### src/rtl/ctt_pkg.sv
package ctt_pkg;

	// Input beat: one audio sample
	typedef struct packed {
		logic signed [14:0] clock_level;
		logic               clock_connected;
		logic [12:0]        knob_tempo;
	} in_t;

	// Output beat: one result per sample
	typedef struct packed {
		logic        step_edge;
		logic        quarter_edge;
		logic        external_mode;
		logic [12:0] tempo_now;
	} out_t;

	// Register indexes
	typedef enum logic [0:0] {
		CFG_SAMPLE_RATE     = 1'b0,
		CFG_PULSES_PER_STEP = 1'b1
	} cfg_index_t;

	localparam int SR_W = 18;

	// Commands from controller to datapath
	typedef struct packed {
		logic load;
		logic prep;
		logic start;
		logic sel_mod;
		logic mod_take;
		logic adj;
		logic finish;
	} cmd_t;

	// Status from datapath to controller
	typedef struct packed {
		logic need_mod;
		logic div_done;
		logic out_free;
	} status_t;

	// Tempo in 1/16 BPM
	localparam logic [12:0] TEMPO_MIN   = 13'd320;
	localparam logic [12:0] TEMPO_MAX   = 13'd4800;
	localparam logic [12:0] TEMPO_RESET = 13'd1920;

	// Schmitt thresholds in mV
	localparam logic signed [14:0] TRIG_LOW_MV  = 15'sd100;
	localparam logic signed [14:0] TRIG_HIGH_MV = 15'sd2000;

	localparam logic [SR_W-1:0] SR_RESET  = 18'd48000;
	localparam logic [7:0]      PPS_RESET = 8'd24;

	// 240 BPM-seconds per step numerator; 3840 = 240 * 16
	localparam logic [7:0]  STEP_NUM_INT = 8'd240;
	localparam logic [11:0] STEP_NUM_EXT = 12'd3840;

	// Interval window: 1 ms .. 10 s
	localparam logic [9:0] MS_PER_S       = 10'd1000;
	localparam logic [3:0] MAX_INTERVAL_S = 4'd10;

	function automatic logic [12:0] clamp_knob(input logic [12:0] k);
		logic [12:0] r;
		if (k < TEMPO_MIN) r = TEMPO_MIN;
		else if (k > TEMPO_MAX) r = TEMPO_MAX;
		else r = k;
		return r;
	endfunction

endpackage

### src/rtl/clock_tempo_tracker.sv
// Clock divider and tempo tracker, one audio sample per beat. With the clock cable
// connected, a Schmitt trigger (low at 100 mV, high at 2 V) finds clock edges, every
// pulses_per_step-th edge is a sixteenth step, and the sample count between steps sets
// the tempo (clamped to 20..300 BPM, output in 1/16 BPM); otherwise a phase accumulator
// steps at the knob tempo. The shared restoring divider yields one quotient bit per cycle
// and sets the timing, with NW = max(26 + PHASE_FRACTION_BITS, 30). When the output
// register is free, a result is presented once the division for its input beat is done,
// and the next beat can be taken as soon as the sequencer is back in idle. When
// pulses_per_step has been lowered to or below the running pulse count, the next
// clock edge first takes a remainder pass through the same divider.
// Inputs are taken only between samples; a finished result waits in the output register
// while the next sample is accepted. Write sample_rate and pulses_per_step only while no
// sample is in flight.
module clock_tempo_tracker import ctt_pkg::*; #(
	parameter int COUNT_WIDTH         = 24,
	parameter int PHASE_FRACTION_BITS = 8
) (
	input  logic            clk,
	input  logic            arst_n,
	input  logic            cfg_we,
	input  cfg_index_t      cfg_index,
	input  logic [SR_W-1:0] cfg_data,
	input  logic            in_valid,
	output logic            in_stall,
	input  in_t             in_data,
	output logic            out_valid,
	input  logic            out_stall,
	output out_t            out_data
);
	cmd_t    cmd;
	status_t status;

	ctt_ctrl u_ctrl (
		.clk      (clk),
		.arst_n   (arst_n),
		.in_valid (in_valid),
		.in_stall (in_stall),
		.status   (status),
		.cmd      (cmd)
	);

	ctt_dpath #(.CW(COUNT_WIDTH), .F(PHASE_FRACTION_BITS)) u_dpath (
		.clk       (clk),
		.arst_n    (arst_n),
		.cfg_we    (cfg_we),
		.cfg_index (cfg_index),
		.cfg_data  (cfg_data),
		.in_data   (in_data),
		.cmd       (cmd),
		.status    (status),
		.out_stall (out_stall),
		.out_valid (out_valid),
		.out_data  (out_data)
	);

endmodule

### src/rtl/ctt_div.sv
// Restoring divider, one quotient bit per cycle
module ctt_div import ctt_pkg::*; #(
	parameter int NW = 34,
	parameter int DW = 24
) (
	input  logic          clk,
	input  logic          arst_n,
	input  logic          start,
	input  logic [NW-1:0] num,
	input  logic [DW-1:0] den,
	output logic          done,
	output logic [NW-1:0] quo,
	output logic [DW-1:0] rem
);
	localparam int CNTW = $clog2(NW + 1);

	logic [DW-1:0]   rem_q;
	logic [NW-1:0]   quo_q;
	logic [DW-1:0]   den_q;
	logic [CNTW-1:0] cnt_q;
	logic            busy_q;
	logic            done_q;

	logic [DW:0]   trial;
	logic [DW:0]   diff;
	logic          ge;
	logic [DW-1:0] rem_nxt;

	// Shift in the next numerator bit and try a subtract
	always_comb begin
		trial   = {rem_q, quo_q[NW-1]};
		ge      = trial >= {1'b0, den_q};
		diff    = trial - {1'b0, den_q};
		rem_nxt = ge ? diff[DW-1:0] : trial[DW-1:0];
	end

	// Control
	always_ff @(posedge clk or negedge arst_n) begin
		if (!arst_n) begin
			cnt_q  <= '0;
			busy_q <= 1'b0;
			done_q <= 1'b0;
		end else if (start) begin
			cnt_q  <= CNTW'(NW);
			busy_q <= 1'b1;
			done_q <= 1'b0;
		end else if (busy_q) begin
			cnt_q <= cnt_q - CNTW'(1);
			if (cnt_q == CNTW'(1)) begin
				busy_q <= 1'b0;
				done_q <= 1'b1;
			end
		end else begin
			done_q <= 1'b0;
		end
	end

	// Operands and partial results
	always_ff @(posedge clk) begin
		if (start) begin
			rem_q <= '0;
			quo_q <= num;
			den_q <= den;
		end else if (busy_q) begin
			rem_q <= rem_nxt;
			quo_q <= {quo_q[NW-2:0], ge};
		end
	end

	assign done = done_q;
	assign quo  = quo_q;
	assign rem  = rem_q;

endmodule

### src/rtl/ctt_dpath.sv
// Tracker state, config registers, operand setup and output register
module ctt_dpath import ctt_pkg::*; #(
	parameter int CW = 24,
	parameter int F  = 8
) (
	input  logic            clk,
	input  logic            arst_n,
	input  logic            cfg_we,
	input  cfg_index_t      cfg_index,
	input  logic [SR_W-1:0] cfg_data,
	input  in_t             in_data,
	input  cmd_t            cmd,
	output status_t         status,
	input  logic            out_stall,
	output logic            out_valid,
	output out_t            out_data
);
	// Divider sizing: numerator covers 240*rate<<F and 3840*rate
	localparam int NW = (26 + F > 30) ? 26 + F : 30;
	localparam int DW = CW;
	localparam int QW = (NW > 33) ? NW : 33;
	localparam int PW = CW + 10;
	localparam logic [QW-1:0] PERIOD_LIM = (QW'(1) << 32) - (QW'(1) << F);
	localparam logic [32:0]   PH_UNIT    = 33'(1) << F;

	// Config
	logic [SR_W-1:0] sr_q;
	logic [7:0]      pps_q;

	// Tracker state
	logic          trig_q;
	logic [12:0]   tempo_q;
	logic          measured_q;
	logic          follow_q;
	logic [7:0]    pcount_q;
	logic [1:0]    group_q;
	logic [CW-1:0] samples_q;
	logic [31:0]   phase_q;
	logic          out_valid_q;

	// Per-sample work registers
	logic signed [14:0] level_q;
	logic               conn_q;
	logic [12:0]        knob_q;
	logic               upd_q;
	logic               step_q;
	logic               quarter_q;
	logic [8:0]         mod_num_q;
	logic [7:0]         mod_den_q;
	logic [NW-1:0]      div_num_q;
	logic [DW-1:0]      div_den_q;
	logic [32:0]        ph_inc_q;
	logic [12:0]        tcand_q;
	logic [31:0]        period_q;
	out_t               out_q;

	// Divider
	logic          div_done;
	logic [NW-1:0] div_quo;
	logic [DW-1:0] div_rem;
	logic [NW-1:0] div_num;
	logic [DW-1:0] div_den;

	assign div_num = cmd.sel_mod ? NW'(mod_num_q) : div_num_q;
	assign div_den = cmd.sel_mod ? DW'(mod_den_q) : div_den_q;

	ctt_div #(.NW(NW), .DW(DW)) u_div (
		.clk    (clk),
		.arst_n (arst_n),
		.start  (cmd.start),
		.num    (div_num),
		.den    (div_den),
		.done   (div_done),
		.quo    (div_quo),
		.rem    (div_rem)
	);

	// Sample decode
	logic [12:0]   knob_cl;
	logic          edge_det;
	logic          trig_nxt;
	logic [7:0]    div8;
	logic [8:0]    p1;
	logic          ext_step;
	logic          need_mod;
	logic [CW-1:0] cnt_inc;
	logic [PW-1:0] cnt_ms;
	logic [PW-1:0] sr_max;
	logic          in_window;
	logic [NW-1:0] num_ext;
	logic [NW-1:0] num_int;

	always_comb begin
		knob_cl  = clamp_knob(knob_q);
		edge_det = 1'b0;
		trig_nxt = trig_q;
		if (trig_q) begin
			if (level_q <= TRIG_LOW_MV) trig_nxt = 1'b0;
		end else if (level_q >= TRIG_HIGH_MV) begin
			trig_nxt = 1'b1;
			edge_det = 1'b1;
		end
		div8     = (pps_q == 8'd0) ? 8'd1 : pps_q;
		p1       = {1'b0, pcount_q} + 9'd1;
		ext_step = edge_det && (pcount_q == 8'd0);
		need_mod = conn_q && edge_det && (p1 > {1'b0, div8});
		cnt_inc  = (samples_q == {CW{1'b1}}) ? samples_q : samples_q + CW'(1);
		// Interval window check
		cnt_ms    = PW'(cnt_inc) * PW'(MS_PER_S);
		sr_max    = PW'(sr_q) * PW'(MAX_INTERVAL_S);
		in_window = (cnt_ms > PW'(sr_q)) && (PW'(cnt_inc) < sr_max);
		num_ext   = NW'(sr_q) * NW'(STEP_NUM_EXT);
		num_int   = (NW'(sr_q) * NW'(STEP_NUM_INT)) << F;
	end

	// Internal phase step
	logic [32:0] ph_sub;
	logic        ph_ge;
	logic        ph_ge2;
	logic [31:0] ph_next;
	logic        int_step;

	always_comb begin
		ph_ge    = ph_inc_q >= {1'b0, period_q};
		ph_sub   = ph_inc_q - {1'b0, period_q};
		ph_ge2   = ph_sub >= {1'b0, period_q};
		int_step = ph_ge;
		if (!ph_ge) ph_next = ph_inc_q[31:0];
		else if (ph_ge2) ph_next = '0;
		else ph_next = ph_sub[31:0];
	end

	// Quotient limits
	logic [QW-1:0] quo_x;
	logic [12:0]   tcand;
	logic [31:0]   period;

	always_comb begin
		quo_x = QW'(div_quo);
		if (quo_x < QW'(TEMPO_MIN)) tcand = TEMPO_MIN;
		else if (quo_x > QW'(TEMPO_MAX)) tcand = TEMPO_MAX;
		else tcand = quo_x[12:0];
		if (quo_x == '0) period = 32'd1;
		else if (quo_x > PERIOD_LIM) period = PERIOD_LIM[31:0];
		else period = quo_x[31:0];
	end

	// Config and tracker state
	always_ff @(posedge clk or negedge arst_n) begin
		if (!arst_n) begin
			sr_q        <= SR_RESET;
			pps_q       <= PPS_RESET;
			trig_q      <= 1'b1;
			tempo_q     <= TEMPO_RESET;
			measured_q  <= 1'b0;
			follow_q    <= 1'b0;
			pcount_q    <= '0;
			group_q     <= '0;
			samples_q   <= '0;
			phase_q     <= '0;
			out_valid_q <= 1'b0;
		end else begin
			if (cfg_we) begin
				unique case (cfg_index)
					CFG_SAMPLE_RATE:     sr_q  <= cfg_data;
					CFG_PULSES_PER_STEP: pps_q <= cfg_data[7:0];
				endcase
			end
			if (cmd.prep) begin
				if (conn_q) begin
					follow_q <= 1'b1;
					phase_q  <= '0;
					trig_q   <= trig_nxt;
					if (!measured_q) tempo_q <= knob_cl;
					if (ext_step) begin
						measured_q <= 1'b1;
						samples_q  <= '0;
						group_q    <= group_q + 2'd1;
					end else begin
						samples_q <= cnt_inc;
					end
					if (edge_det && !need_mod)
						pcount_q <= (p1 == {1'b0, div8}) ? 8'd0 : p1[7:0];
				end else begin
					follow_q   <= 1'b0;
					measured_q <= 1'b0;
					samples_q  <= '0;
					pcount_q   <= '0;
					tempo_q    <= knob_cl;
				end
			end
			if (cmd.mod_take) pcount_q <= div_rem[7:0];
			if (cmd.finish) begin
				if (conn_q) begin
					if (upd_q) tempo_q <= tcand_q;
				end else begin
					phase_q <= ph_next;
					if (int_step) group_q <= group_q + 2'd1;
				end
			end
			// Output valid
			if (cmd.finish) out_valid_q <= 1'b1;
			else if (!out_stall) out_valid_q <= 1'b0;
		end
	end

	// Work registers and output payload
	always_ff @(posedge clk) begin
		if (cmd.load) begin
			level_q <= in_data.clock_level;
			conn_q  <= in_data.clock_connected;
			knob_q  <= in_data.knob_tempo;
		end
		if (cmd.prep) begin
			upd_q     <= ext_step && measured_q && in_window;
			step_q    <= ext_step;
			quarter_q <= ext_step && (group_q == 2'd0);
			mod_num_q <= p1;
			mod_den_q <= div8;
			ph_inc_q  <= {1'b0, phase_q} + PH_UNIT;
			if (conn_q) begin
				div_num_q <= num_ext;
				div_den_q <= cnt_inc;
			end else begin
				div_num_q <= num_int;
				div_den_q <= DW'(knob_cl);
			end
		end
		if (cmd.adj) begin
			tcand_q  <= tcand;
			period_q <= period;
		end
		if (cmd.finish) begin
			if (conn_q) begin
				out_q.step_edge     <= step_q;
				out_q.quarter_edge  <= quarter_q;
				out_q.external_mode <= 1'b1;
				out_q.tempo_now     <= upd_q ? tcand_q : tempo_q;
			end else begin
				out_q.step_edge     <= int_step;
				out_q.quarter_edge  <= int_step && (group_q == 2'd0);
				out_q.external_mode <= 1'b0;
				out_q.tempo_now     <= tempo_q;
			end
		end
	end

	assign status.need_mod = need_mod;
	assign status.div_done = div_done;
	assign status.out_free = !out_valid_q || !out_stall;
	assign out_valid       = out_valid_q;
	assign out_data        = out_q;

endmodule

### src/rtl/ctt_ctrl.sv
// Sequencer: one sample at a time through decode, divide and commit
module ctt_ctrl import ctt_pkg::*; (
	input  logic    clk,
	input  logic    arst_n,
	input  logic    in_valid,
	output logic    in_stall,
	input  status_t status,
	output cmd_t    cmd
);
	typedef enum logic [6:0] {
		S_IDLE  = 7'b0000001,
		S_PREP  = 7'b0000010,
		S_MOD   = 7'b0000100,
		S_MWAIT = 7'b0001000,
		S_START = 7'b0010000,
		S_DIV   = 7'b0100000,
		S_FIN   = 7'b1000000
	} state_t;

	state_t state_q;
	state_t state_d;

	// Next state and commands
	always_comb begin
		state_d = state_q;
		cmd     = '0;
		unique case (state_q)
			S_IDLE: begin
				if (in_valid) begin
					cmd.load = 1'b1;
					state_d  = S_PREP;
				end
			end
			S_PREP: begin
				cmd.prep = 1'b1;
				state_d  = status.need_mod ? S_MOD : S_START;
			end
			// reduce the pulse count after the divider was lowered
			S_MOD: begin
				cmd.start   = 1'b1;
				cmd.sel_mod = 1'b1;
				state_d     = S_MWAIT;
			end
			S_MWAIT: begin
				if (status.div_done) begin
					cmd.mod_take = 1'b1;
					state_d      = S_START;
				end
			end
			S_START: begin
				cmd.start = 1'b1;
				state_d   = S_DIV;
			end
			S_DIV: begin
				if (status.div_done) begin
					cmd.adj = 1'b1;
					state_d = S_FIN;
				end
			end
			S_FIN: begin
				if (status.out_free) begin
					cmd.finish = 1'b1;
					state_d    = S_IDLE;
				end
			end
			default: state_d = S_IDLE;
		endcase
	end

	always_ff @(posedge clk or negedge arst_n) begin
		if (!arst_n) state_q <= S_IDLE;
		else state_q <= state_d;
	end

	assign in_stall = (state_q != S_IDLE);

endmodule

### config.mk
export PLATFORM = sky130hd
export DESIGN_NAME = clock_tempo_tracker
export DESIGN_NICKNAME = d
export VERILOG_FILES = /design/src/rtl/ctt_pkg.sv /design/src/rtl/clock_tempo_tracker.sv /design/src/rtl/ctt_div.sv /design/src/rtl/ctt_dpath.sv /design/src/rtl/ctt_ctrl.sv
export SDC_FILE = /design/constraint.sdc
export NUM_CORES = 1
export LEC_CHECK = 0
export BUFFER_PORTS_ARGS = -buffer_cell sky130_fd_sc_hd__buf_2
export CAP_MARGIN = 0
export CELL_PAD_IN_SITES_DETAIL_PLACEMENT = 1
export CELL_PAD_IN_SITES_GLOBAL_PLACEMENT = 2
export CORE_MARGIN = 2
export CORE_UTILIZATION = 35
export DETAILED_ROUTE_END_ITERATION = 8
export PLACE_DENSITY = 0.65
export SLEW_MARGIN = 20
export SYNTH_ARGS = -nofsm -noshare
export SYNTH_HDL_FRONTEND = slang
export SYNTH_SLANG_ARGS = --single-unit
### constraint.sdc
create_clock -name clk -period 16.2 [get_ports clk]
set_input_delay 1.62 -clock clk [delete_from_list [all_inputs] [get_ports clk]]
set_output_delay 1.62 -clock clk [all_outputs]
set_load 0.005 [all_outputs]
==> impl_results.md <==
* Met1 wire length at 39500 microns
* Proportion of layout cells with a drive suffix above 1 at 9.70%
* Synth Area in Simple Gates at 14.1%
* Main combinational cell family by area after synthesis: adder cells
* Setup Fix Bufs, Post-CTS at 0
* Antenna violations before repair at 5
* Leading area contributor after synthesis: edfxtp_1
* DR DRC count at 0
* Post-Route WL at 80200 microns
* Final Hold Viols at 0
* Critical Path Fanout Max at 10
* Synth cell count leaders: 280 x nand2_1, 263 x inv_1, 254 x ha_1, 251 x edfxtp_1, 181 x o21ai_0
* Most used DFF post-synth: edfxtp_1
* Initial Utilization at between 30% and 40%
* Slowest stage delay, CP at 0.67 ns
* H-tree depth at 2
* Syn avg cell area at 10.2 sq um
* YS warnings at 0
* I/O Buffers at 70
* Routed via count at 20212
* Avg WL per Cell at about 21 microns
* Die W at 286 microns
* Skew-Pair Late Insertion Delay at between 0.5 and 0.6 ns
* Via-per-instance ratio at 5.19
* Critical Path RT at roughly 17 ns
* Crit-path slowest cell: xor2_1
* TNS Setup at 0 ns
* Top layer reached by signal wires: met4
* Hold Crit Class: reg -> reg
* Post-synthesis sequential area ratio at 39.9%
* Distinct cells, synth at 96
* Final Critical Period at ~8.0 ns
* Dominant cells by area after synthesis: edfxtp_1 27%, ha_1 11%, dfrtp_1 9.7%
* Adder-cell share of the synthesized area at 19.6%
* Num CTS Buffers at 49
* CTS tree: done
* Initial DRT Pass Iterations at 5
* Startpoint Class: flop
* Metal2 WL at between 30000 and 40000 microns
* Fraction of registers with async set/reset at 30.9%
* GP Congestion at 0.840
* Final ANT Viol Nets at 0
* Layout Nets at 3224
* RSZ-0062 raised after global routing: no
* Critical path arrival at 8.33 ns
* Critical path capture point type: flop
* Fin crit share at between 40% and 50%
* Grt ovf at 0
* Synth Instances at approximately 2700
* Worst Max-Slew Pin Slew at between 1 and 1.5 ns
* Die area at just over 0.08 sq mm
* Pwr/cell area at 153 mW/mm^2
* Area Overhead vs Synth at 11.9%
* Clock skew at approximately 0.026 ns
* Count leader, synth: nand2_1
* Most frequent CP cell: nor2_1
* Leak at ~14 nW
* Gr usage total at approximately a fifth
* Fmax at 0.125 GHz
* CP Class: reg -> reg
* XOR/XNOR share of the synthesized area at 5.50%
* IO Pins at 71
* Clock-pin slew on the worst setup and hold paths at 0.06 ns
* Hold-fix buffers at CTS at 0
* Fillcell total at just under 9000
* Iter 0 DRT Violations at 934
* Area share of the largest cell type after synthesis at 27.1%
* Vias in the first global route at 21629
* Pin count of the biggest net entering global routing at 69
* Area of the core at 0.0789 sq mm
* Yosys reg bits at 398
* Row cnt at 103
* Antenna cells at 0
* Endpoints failing setup at 0
* Proportion of synthesized area in mux cells at 2.44%
* First-pass GRT wire length at between 100000 and 150000 microns
* Worst VDD drop at 0.0848 mV
* Clock sink total at slightly below 400
* Post-synthesis compound-gate area fraction at a little over an eighth
* Die Ht at 286 microns
* Final Slew Violations at 0
* Status: finished clean
* Worst hold slack at 0.448 ns
* CTS Buffer Depth at 3
* Clock root cell: clkbuf_16
* Synth Net Count at 3158
* Gates resized, CTS repair at 0
* Max_cap viols at 0
* Met3 WL at ~2500 microns
* EDFF count, synth at between 200 and 300
* Max-slew headroom at about a third
* Cell Area, Synth at 0.0278 sq mm
* Post-DP HPWL at slightly above 60000 microns
[power by group]
group          switching, W  internal, W
sequential         0.000184      0.00138
combinational       0.00118     0.000809
clock              0.000463     0.000738
[sequential cells by signal, indices dropped and copies added (netlist names), 15 cells and up]
register,cells
u_dpath.period_q,32
u_dpath.sr_q,18
u_dpath.ph_inc_q,33
u_dpath.samples_q,24
u_dpath.u_div.quo,34
u_dpath.u_div.rem,24
u_dpath.out_data,16
u_dpath.u_div.den_q,24
u_dpath.div_num_q,26
u_dpath.phase_q,32
u_dpath.div_den_q,24
u_dpath.level_q,15
[cells by family (layout without fill, tap and decap cells)]
| logic type | Yosys count | in the layout |
|---|---|---|
| xor gates and xnor gates | 171 | 171 |
| buffers and inverters | 349 | 455 |
| AOI/OAI and AO/OA | 592 | 592 |
| and+or+nand+nor | 797 | 797 |
| adders and majority gates | 369 | 369 |
| muxes | 63 | 63 |
| DFF | 398 | 398 |
[layout make-up]
type	instances	area, sq um	share of cell area (%)
clock buffers	57	1310	4.20
clock inverters	34	449	1.44
inverters	269	1010	3.25
multi-input cells	1992	15400	49.4
flip-flops and latches	398	11100	35.7
well taps	1050	1310	4.22
repair buffers	95	557	1.79
[worst max-delay path: cells and delay by family (launching register included)]
family          cells  cell delay [ns]
fa+ha+maj           6             2.47
simple gates       12             1.93
compound gates      6             1.30
xor+xnor            3             1.10
buf+inv             3             0.48
flops               1             0.44
[per-layer routing]
layer	global-route usage, %	vias to the layer above
li1	-	9786
met1	28.6	10124
met2	32.2	236
met3	2.07	66
met4	4.11	0
met5	0	-
[path summary, 6_finish.rpt]
check,from,end,slack (ns),depth (start not counted)
setup / recovery,u_dpath.samples_q[0],u_dpath.upd_q,8.18,30
hold / removal,u_dpath.phase_q[3],u_dpath.ph_inc_q[3],0.45,0
setup reg to reg,u_dpath.samples_q[0],u_dpath.upd_q,8.18,30
hold reg to reg,u_dpath.phase_q[3],u_dpath.ph_inc_q[3],0.45,0
max in group asynchronous,arst_n,u_dpath.samples_q[23],13.73,2
min in group asynchronous,arst_n,u_dpath.u_div.cnt_q[0],1.02,1
[stage by stage]
step / util [%] / worst slack, ns / instance area (sq um) / power [W] / instances
3_5_place_dp: 37.2 / 8.11 / 29400 / 0.00359 / 3803
6_report: 39.5 / 8.18 / 31100 / 0.00475 / 3895
3_3_place_gp: 37.2 / 8.31 / 29400 / 0.00354 / 3803
5_1_grt: 39.5 / 7.58 / 31100 / 0.00512 / 3895
2_1_floorplan: - / 9.17 / 27800 / 0.00297 / 2739
4_1_cts: 39.5 / 8.09 / 31100 / 0.00482 / 3894
[cell usage in the layout (no fill, tap or decap), types with 49 or more instances in the layout]
master / count
nand2_1: 280
buf_2: 69
nand3_1: 55
clkbuf_16: 50
ha_1: 254
fa_1: 112
o21ai_0: 181
inv_1: 261
dfrtp_1: 108
edfxtp_1: 251
nand2b_1: 49
xnor2_1: 108
a21o_1: 64
xor2_1: 60
nor2_1: 142
a21oi_1: 164
Note: power is estimated with default switching activity, not from simulation.
